### config.mk
export PLATFORM = sky130hd
export DESIGN_NAME = dfa_wa_ram
export DESIGN_NICKNAME = d
export VERILOG_FILES = /design/src/hdl/dfa_wa_ram.sv
export SDC_FILE = /design/constraint.sdc
export NUM_CORES = 1
export LEC_CHECK = 0
export BUFFER_PORTS_ARGS = -buffer_cell sky130_fd_sc_hd__buf_4
export CELL_PAD_IN_SITES_DETAIL_PLACEMENT = 0
export CELL_PAD_IN_SITES_GLOBAL_PLACEMENT = 1
export CORE_ASPECT_RATIO = 0.5
export CORE_MARGIN = 5
export CORE_UTILIZATION = 50
export CTS_CLUSTER_DIAMETER = 30
export DETAILED_ROUTE_END_ITERATION = 10
export PLACE_DENSITY = 0.78
export SYNTH_ARGS = -nofsm -noshare
export SYNTH_HDL_FRONTEND = slang
export SYNTH_SLANG_ARGS = --single-unit
### constraint.sdc
create_clock -name clk -period 2.6 [get_ports clk]
set_input_delay 0 -clock clk [delete_from_list [all_inputs] [get_ports clk]]
set_output_delay 0 -clock clk [all_outputs]
set_load 0.005 [all_outputs]
### src/hdl/dfa_wa_ram.sv
// generic single-write, single-read ram with per-bit write mask and registered read
// write-first: a read of the address being written returns the merged new word
module dfa_wa_ram #(
	parameter int WIDTH = 8,
	parameter int DEPTH = 16,
	localparam int AW = (DEPTH > 1) ? $clog2(DEPTH) : 1
) (
	input  logic             clk,
	input  logic             we,
	input  logic [AW-1:0]    waddr,
	input  logic [WIDTH-1:0] wdata,
	input  logic [WIDTH-1:0] wmask,
	input  logic [AW-1:0]    raddr,
	output logic [WIDTH-1:0] rdata
);

	logic [WIDTH-1:0] mem_q [DEPTH];
	logic [WIDTH-1:0] rdata_q;
	logic [WIDTH-1:0] merged;

	assign merged = (mem_q[waddr] & ~wmask) | (wdata & wmask);

	always_ff @(posedge clk) begin
		if (we) begin
			mem_q[waddr] <= merged;
		end
		if (we && (waddr == raddr)) begin
			rdata_q <= merged;
		end else begin
			rdata_q <= mem_q[raddr];
		end
	end

	assign rdata = rdata_q;

endmodule

==> results by group, run 1 <==
Placed design
  • RD Place Congestion: 0.9696
  • IO Port Bufs: 33
  • Pre-CTS WS: between 400 and 500 ps
  • Placed wire-length estimate: 10.85 mm

Logic synthesis
  • Syn nets: around 340
  • Top_reg_cell synth: edfxtp_1
  • Synth cell types: 30
  • Syn_area_per_cell: around 20 µm²
  • Yosys warning count: 0
  • Post-Syn Area: about 6200 µm²
  • Post-synth ARST share: 0%
  • Synth Instances: 312
  • Post-synth EDFFs: 128
  • Flops & latches, synth: between 100 and 150
  • Seq/Total Area, Yosys: around 63%

Worst hold path
  • Hold WC Path Type: in2reg

Die
  • Core Area: approximately 12000 µm²
  • Initial Utilization: approximately half
  • Ports: 34
  • Die X: 167.7 µm
  • Die area: between 10000 and 15000 µm²
  • Vert. Die Dim: between 80 and 90 µm
  • Num rows: 28

Power
  • Peak supply drop: 0.0004738 V
  • Total power: around 4900 µW
  • Comb pwr share: 8.8%
  • Net Sw Power: approximately 1100 µW
  • Switching Fraction: 22.69%
  • Clk network pwr share: 42.2%
  • Power density cells: approximately 660 nW/µm²
  • Internal cell power: ~3800 µW
  • Sequential share of power: about 49%
  • Leakage power: 0.002592 µW

STA
  • Slew Viols, Final: 0
  • Post-layout minimum cycle time: 2482 ps
  • RSZ-0062 raised after global routing: no
  • Period utilization: 95.46%
  • Final Hold Viols: 0
  • Actual slew at the worst max-slew pin: roughly 1400 ps
  • Fmax: 402.9 MHz
  • Final setup viols: 0
  • Slew HR: 8.823%
  • PnR worst setup slack: roughly 120 ps
  • Layout Skew: 7.182 ps
  • Post-route setup TNS: 0 ps

Final layout
  • Commonest non-fill, non-tap cell in the layout: edfxtp_1
  • Nets: roughly 420
  • Most flops, register: mem_q
  • Top Registers: mem_q: 128 flops
  • Max reg flops: about 130
  • Most frequent cells in the layout: edfxtp_1 (128), buf_4 (79), mux4_2 (32)
  • Ant. Diodes: 0
  • Share of layout cells above drive strength 1: about 40%
  • Area delta synth->final: 19.92%

CTS
  • Setup bufs post-CTS: 0
  • Clock transition at path regs: roughly 60 ps
  • Clock sink total: approximately 130
  • Worst-Skew Late Latency: 410 ps
  • CTS Buf Count: 17
  • Htree depth: 4
  • Buffer depth of the longest clock path: 2
  • Post-CTS Resized: 0
  • CTS tree: done
  • Hold-fix buffers, CTS: 4
  • Root cell of the clock tree: clkbuf_16

Setup path
  • Crit path DAT: 2480 ps
  • Crit-path cells: buf_12 > mux4_1 > mux4_2 > buf_4
  • Cell class contributing the biggest share of worst-path delay: multiplexers
  • CP Data Required Time: approximately 2600 ps
  • Setup CP Type: reg2out
  • Crit-path max FO: 24
  • Crit-path slowest cell: mux4_1
  • CP endpoint kind: output pin
  • CP Launch Type: flip-flop
  • Crit path buffers/inverters: 2
  • CP max stage delay: 590 ps

Global routing
  • GRT met3 Usage: 6.203%
  • Largest net degree at the start of global routing: 33
  • All-Layer GR Usage: a little under a quarter
  • Global-route wire length before repair: 23.78 mm
  • Vias in the first global route: ~3700
  • Grt total ovfl: 0
  • Top Usage Layer GRT: met1
  • Initial antenna violation count: 0
  • GR Util met1: 33.75%
  • GR Util met2: 33.10%

Routing
  • Remaining routing DRC violations: 0
  • DRT Pass-1 Iters: 8
  • Post-DR wirelength/cell: about 28 µm
  • DRT iter0 DRCs: about 440
  • Drt via density: 6.557
  • Post-DRT Antenna Nets: 0
  • Vias: around 3700
  • Total wire length: 15.94 mm

Run status
  • Status: finished clean

Job
  • Max Cap Viol: 0
## power groups by stage
| stage | clock, µW | sequential, µW | combinational [µW] |
|---|---|---|---|
| after floorplan | 0 | 2450 | 260 |
| after CTS | 2110 | 2420 | 432 |
| final | 2080 | 2420 | 433 |
| after global routing | 2210 | 2420 | 461 |
| after detailed placement | 0 | 2460 | 424 |
| after global placement | 0 | 2460 | 409 |
## path summary, 6_finish.rpt
| kind | startpoint | endpoint | slack, ps | depth (start not counted) |
|---|---|---|---|---|
| worst min register to register | mem_q[5][7] | mem_q[7][7] | 1060 | 4 |
| worst max-delay path | flip-flop | rdata[4] | 120 | 4 |
| worst max register to register | mem_q[11][5] | mem_q[12][5] | 530 | 3 |
| worst min-delay path | wmask[6] | mem_q[0][6] | 80 | 3 |
## area by class of cell
class,count,area (µm²)
Clock buffer,18,429.2
Clock inverter,14,90.09
Fill cell,855,4526
Inverter,8,30.03
Multi-Input combinational cell,150,2122
Sequential cell,132,3925
Tap cell,165,206.4
Timing Repair Buffer,84,653.1
## worst min-delay path, stage by stage
cell and delay (ps):
buf_4 90, a32oi_1 50, buf_4 170
## cells by family (layout without fill, tap and decap cells)
logic type | Yosys count | count (layout) | share of synthesized area [%]
compound gates | 32 | 32 | 4.025
buf+inv | 30 | 124 | 2.757
flops | 132 | 132 | 63.11
mux | 88 | 88 | 27.53
simple gates | 30 | 30 | 2.576
## stage by stage
| stage | std cells | hold WS, ps | area, µm² | util (%) |
|---|---|---|---|---|
| finish | 571 | 77.53 | 7456 | 62.23 |
| global route | 571 | 82.40 | 7456 | 62.23 |
| CTS | 571 | 53.72 | 7456 | 62.23 |
| detailed placement | 535 | 105.6 | 6897 | 57.56 |
| global placement | 535 | 105.3 | 6897 | 57.56 |
| floorplan | 312 | 27.72 | 6217 | - |
## metal layers
metal,vias up,part of all wire (%)
li1,1549,-
met1,1939,44
met2,234,44
met3,22,10
met4,0,1.6
met5,-,0
## Yosys cell counts (2+ instances only)
cell,n,share of area (%)
edfxtp_1,128,62
mux4_2,32,12
mux4_1,24,10
mux2_2,21,3.8
nor2_1,14,0.85
mux2_1,11,2.0
a22oi_1,10,1.2
inv_1,8,0.48
a21oi_1,7,0.56
a222oi_1,7,1.1
a32oi_1,7,0.99
buf_1,7,0.42
clkbuf_1,5,0.30
buf_2,4,0.32
dfxtp_1,4,1.3
nor3_1,4,0.32
and3b_1,2,0.28
buf_4,2,0.24
buf_8,2,0.48
nand2b_1,2,0.20
nand3b_1,2,0.24
Power figures use the tool's default switching activity.
==> inputs of run 2 (changes only) <==
- clock period: 2.6 -> 2.4 ns (I/O delays scaled with it)
==> results by group, run 2 (synthesized netlist as in run 1, its figures left out) <==
Run status
  • Status: finished clean

Final layout
  • Cell Count, Final, Fillers Out: 569 (-0.35%)
  • Top Registers: mem_q: 128 flops
  • Most flops, register: mem_q
  • Most frequent cells in the layout: edfxtp_1 (128), buf_4 (77), mux4_2 (32)
  • Area delta synth->final: 20.65%
  • Commonest non-fill, non-tap cell in the layout: edfxtp_1
  • Final instance area: 7501 µm² (+0.60%)
  • Ant. Diodes: 0 (unchanged)
  • Share of layout cells above drive strength 1: 40.35% (+0.45 points)
  • Max reg flops: 128 (unchanged)
  • Nets: 417 (-0.48%)

STA
  • Period utilization: 95.15%
  • Post-layout minimum cycle time: 2284 ps
  • Slew Viols, Final: 0 (unchanged)
  • Fmax: 437.9 MHz
  • Final setup viols: 0 (unchanged)
  • Worst hold slack: 48.35 ps (-29.18 ps)
  • Final Hold Viols: 0 (unchanged)
  • RSZ-0062 raised after global routing: no
  • Layout Skew: 8.781 ps (+1.599 ps)
  • PnR worst setup slack: 116.4 ps (-1.498 ps)
  • Post-route setup TNS: 0 ps (unchanged)
  • Slew HR: 42.86% (+34 points)
  • Actual slew at the worst max-slew pin: 853.3 ps (-503.9 ps)

Power
  • Power density cells: 744.1 nW/µm² (+12%)
  • Leakage power: 0.002625 µW (+1.3%)
  • Peak supply drop: 0.0004628 V (-2.3%)

Setup path
  • CP Launch Type: flip-flop
  • Crit path DAT: 2280 ps (-200 ps)
  • Crit-path max FO: 32 (+33%)
  • CP endpoint kind: output pin
  • Worst R2R Path Depth: 4 (+1)
  • Setup CP Type: reg2out
  • CP Data Required Time: 2400 ps (-200 ps)

CTS
  • Buffer depth of the longest clock path: 2 (unchanged)
  • Hold-fix buffers, CTS: 4 (unchanged)
  • Clock transition at path regs: 60 ps (about the same)
  • CTS tree: done
  • Root cell of the clock tree: clkbuf_16
  • Post-CTS Resized: 0 (unchanged)
  • Worst-Skew Late Latency: 410 ps (about the same)
  • Setup bufs post-CTS: 0 (unchanged)
  • CTS Buf Count: 17 (unchanged)
  • Clock sink total: 132 (unchanged)
  • Htree depth: 4 (unchanged)

Placed design
  • RD Place Congestion: 0.9603 (-0.96%)
  • Pre-CTS WS: 323.9 ps (-94.57 ps)
  • Placed wire-length estimate: 10.60 mm (-2.3%)
  • IO Port Bufs: 33 (unchanged)
  • Placed Area: 6882 µm² (-0.22%)
  • Post-Place Cells: 533 (-0.37%)

Routing
  • Drt via density: 6.561 (about the same)
  • Post-DRT Antenna Nets: 0 (unchanged)
  • Post-DR wirelength/cell: 27.41 µm (-1.8%)
  • DRT iter0 DRCs: 381 (-12%)
  • DRT Pass-1 Iters: 5 (-3)
  • Vias: 3733 (-0.29%)
  • Total wire length: 15.60 mm (-2.2%)
  • Remaining routing DRC violations: 0 (unchanged)

Worst hold path
  • Hold WC Path Type: in2reg
  • Hold-critical path depth: 2 (-1)

Die
  • Core Area: 11980 µm² (unchanged)
  • Die X: 167.7 µm (unchanged)
  • Num rows: 28 (unchanged)
  • Ports: 34 (unchanged)
  • Initial Utilization: 51.89% (unchanged)
  • Die area: 14900 µm² (unchanged)
  • Vert. Die Dim: 88.85 µm (unchanged)

Job
  • Max Cap Viol: 0 (unchanged)

Global routing
  • Vias in the first global route: 3705 (+0.30%)
  • Initial antenna violation count: 0 (unchanged)
  • All-Layer GR Usage: 21.99% (-0.60 points)
  • Largest net degree at the start of global routing: 56 (+70%)
  • Grt total ovfl: 0 (unchanged)
  • Global-route wire length before repair: 23.17 mm (-2.6%)
## run 2: critical path: stages, from the launching register on
cell and delay (ps):
dfxtp_2 340, buf_12 250, mux4_1 600, mux4_2 500, buf_4 160
## run 2: final cells by class
class	instances	area, µm²
inverters	8	30.03
fillers	831	4481
well taps	165	206.4
flip-flops and latches	132	3925
clock buffers	22	474.2
multi-input cells	150	2122
clock inverters	10	105.1
repair buffers	82	638.1
## run 2: power breakdown
part | total [µW] | switching, µW | internal [µW]
logic | 468 | 239 | 229
clock network | 2500 | 898 | 1600
registers | 2620 | 18.0 | 2600
total | 5580 | 1160 | 4430
## run 2: per-stage QoR
stage,utilization (%),power (µW)
after floorplan,-,2939
after global placement,57.44,3103
after detailed placement,57.44,3124
after CTS,62.60,5612
after global routing,62.60,5764
final,62.60,5582
## run 2: worst paths after layout
kind	from	endpoint	slack (ps)
max	flip-flop	rdata[4]	120
min reg2reg	mem_q[7][6]	mem_q[5][6]	1050
min	waddr[0]	mem_q[4][5]	50
max reg2reg	mem_q[4][4]	mem_q[6][4]	680
## run 2: metal layers
metal,vias up,part of all wire [%],GRT usage (%)
li1,1534,-,-
met1,1944,45,32.60
met2,233,43,32.26
met3,22,9.7,6.470
met4,0,1.4,5.891
met5,-,0,0
==> inputs of run 3 (changes only) <==
--- a/config.mk
+++ b/config.mk
@@ -15,4 +15,5 @@
 export DETAILED_ROUTE_END_ITERATION = 10
 export PLACE_DENSITY = 0.78
+export SETUP_SLACK_MARGIN = 0.1
 export SYNTH_ARGS = -nofsm -noshare
 export SYNTH_HDL_FRONTEND = slang
==> constraint.sdc (replaced) <==
create_clock -name clk -period 2.4 [get_ports clk]
set_input_delay 0 -clock clk [delete_from_list [all_inputs] [get_ports clk]]
set_output_delay 0 -clock clk [all_outputs]
set_load 0.1 [all_outputs]
==> results by group, run 3 (synthesized netlist as in run 1, its figures left out) <==
Die
  • Ports: 34 (unchanged)
  • Die area: 14900 µm² (unchanged)
  • Core Area: 11980 µm² (unchanged)
  • Num rows: 28 (unchanged)
  • Die X: 167.7 µm (unchanged)
  • Vert. Die Dim: 88.85 µm (unchanged)
  • Initial Utilization: 51.89% (unchanged)

STA
  • Worst hold slack: 53.38 ps (+5.033 ps)
  • Slew Viols, Final: 0 (unchanged)
  • Layout Skew: 6.384 ps (-2.398 ps)
  • Final Hold Viols: 0 (unchanged)
  • RSZ-0062 raised after global routing: yes
  • Actual slew at the worst max-slew pin: 835.4 ps (-17.91 ps)
  • Final setup viols: 0 (unchanged)
  • Slew HR: 44.31% (+1.4 points)
  • Post-route setup TNS: 0 ps (unchanged)
  • Post-layout minimum cycle time: 2322 ps (+38.91 ps)
  • Period utilization: 96.77% (+1.6 points)
  • PnR worst setup slack: 77.54 ps (-38.91 ps)
  • Fmax: 430.6 MHz (-1.7%)

Run status
  • Status: finished clean

Routing
  • Remaining routing DRC violations: 0 (unchanged)
  • Vias: 3721 (-0.32%)
  • DRT Pass-1 Iters: 5 (unchanged)
  • Drt via density: 6.494 (-1.0%)
  • DRT iter0 DRCs: 504 (+32%)
  • Post-DR wirelength/cell: 28.14 µm (+2.7%)
  • Total wire length: 16.12 mm (+3.4%)
  • Post-DRT Antenna Nets: 0 (unchanged)

Power
  • Leakage power: 0.002638 µW (+0.51%)
  • Power density cells: 757.7 nW/µm² (+1.8%)
  • Peak supply drop: 0.0005086 V (+9.9%)

Global routing
  • Global-route wire length before repair: 23.30 mm (+0.57%)
  • Initial antenna violation count: 0 (unchanged)
  • Largest net degree at the start of global routing: 56 (unchanged)
  • Vias in the first global route: 3771 (+1.8%)
  • All-Layer GR Usage: 22.13% (+0.15 points)
  • Grt total ovfl: 0 (unchanged)

Final layout
  • Area delta synth->final: 22.68%
  • Most flops, register: mem_q
  • Top Registers: mem_q: 128 flops
  • Ant. Diodes: 0 (unchanged)
  • Final instance area: 7627 µm² (+1.7%)
  • Most frequent cells in the layout: edfxtp_1 (128), buf_4 (68), mux4_2 (45)
  • Fill count: 808 (-2.8%)
  • Nets: 421 (+0.96%)
  • Share of layout cells above drive strength 1: 43.87% (+3.5 points)
  • Max reg flops: 128 (unchanged)
  • Layout Utilization: 63.66% (+1.1 points)
  • Commonest non-fill, non-tap cell in the layout: edfxtp_1

Setup path
  • Crit path DAT: 2320 ps (+40 ps)
  • Crit-path max FO: 6 (-81%)
  • CP Data Required Time: 2400 ps (about the same)
  • CP Launch Type: flip-flop
  • Setup CP Type: reg2out
  • CP endpoint kind: output pin

Placed design
  • Pre-CTS WS: 331.7 ps (+7.811 ps)
  • Placed Area: 6902 µm² (+0.29%)
  • RD Place Congestion: 0.9564 (-0.41%)
  • IO Port Bufs: 33 (unchanged)
  • Placed wire-length estimate: 10.68 mm (+0.73%)

CTS
  • Worst-Skew Late Latency: 410 ps (about the same)
  • Buffer depth of the longest clock path: 2 (unchanged)
  • Clock transition at path regs: 60 ps (about the same)
  • CTS Buf Count: 17 (unchanged)
  • Htree depth: 4 (unchanged)
  • Clock sink total: 132 (unchanged)
  • Root cell of the clock tree: clkbuf_16
  • CTS tree: done

Worst hold path
  • Hold WC Path Type: in2reg

Job
  • Max Cap Viol: 0 (unchanged)
run 3: timing repair:
item / in CTS / in global routing
resized for setup: 2 / 32
endpoints found under the setup margin: 8 / 7
pin swaps: 0 / 0
hold buffers: 4 / 0
endpoints found under the hold margin: 4 / 0
setup buffers: 0 / 0
cloned: 0 / 3
run 3: critical path, cell delays in order, from the launching register on:
cell and delay [ps]:
dfxtp_4 440, buf_6 200, mux4_2 520, mux4_2 550
buf_12 190
run 3: report_power, final:
| part | internal, µW | leakage [µW] | switching, µW |
|---|---|---|---|
| combinational | 274 | 0.00117 | 367 |
| clock | 1630 | 0.000283 | 888 |
| sequential | 2600 | 0.00119 | 22.4 |
run 3: final timing paths:
path	start	end	slack, ps	cells past startpoint
setup reg to reg	mem_q[6][1]	mem_q[7][1]	620	4
hold / removal	waddr[0]	mem_q[4][5]	50	2
setup / recovery	flip-flop	rdata[5]	80	4
hold reg to reg	mem_q[7][3]	mem_q[10][3]	1050	4
run 3: per-layer routing:
metal  share of wire [%]  wire length (µm)  global-route usage (%)
met1                  42              6835                   31.94
met2                  43              6964                   32.59
met3                  12              1988                   6.203
met4                 2.1               336                   8.468
met5                   0                 0                       0
run 3: metrics by stage:
step	instances	power (µW)
2_1_floorplan	312	3054
3_3_place_gp	534	3222
3_5_place_dp	534	3242
4_1_cts	570	5760
5_1_grt	573	5955
6_report	573	5779
run 3: cell type report:
type / instances / area [µm²] / area share [%]
clock buffer: 23 / 488.0 / 6.398
multi-input combinational: 150 / 2073 / 27.18
timing repair buffer: 86 / 800.8 / 10.50
sequential: 132 / 3928 / 51.49
tap: 165 / 206.4 / 2.707
clock inverter: 9 / 101.3 / 1.329
inverter: 8 / 30.03 / 0.3937
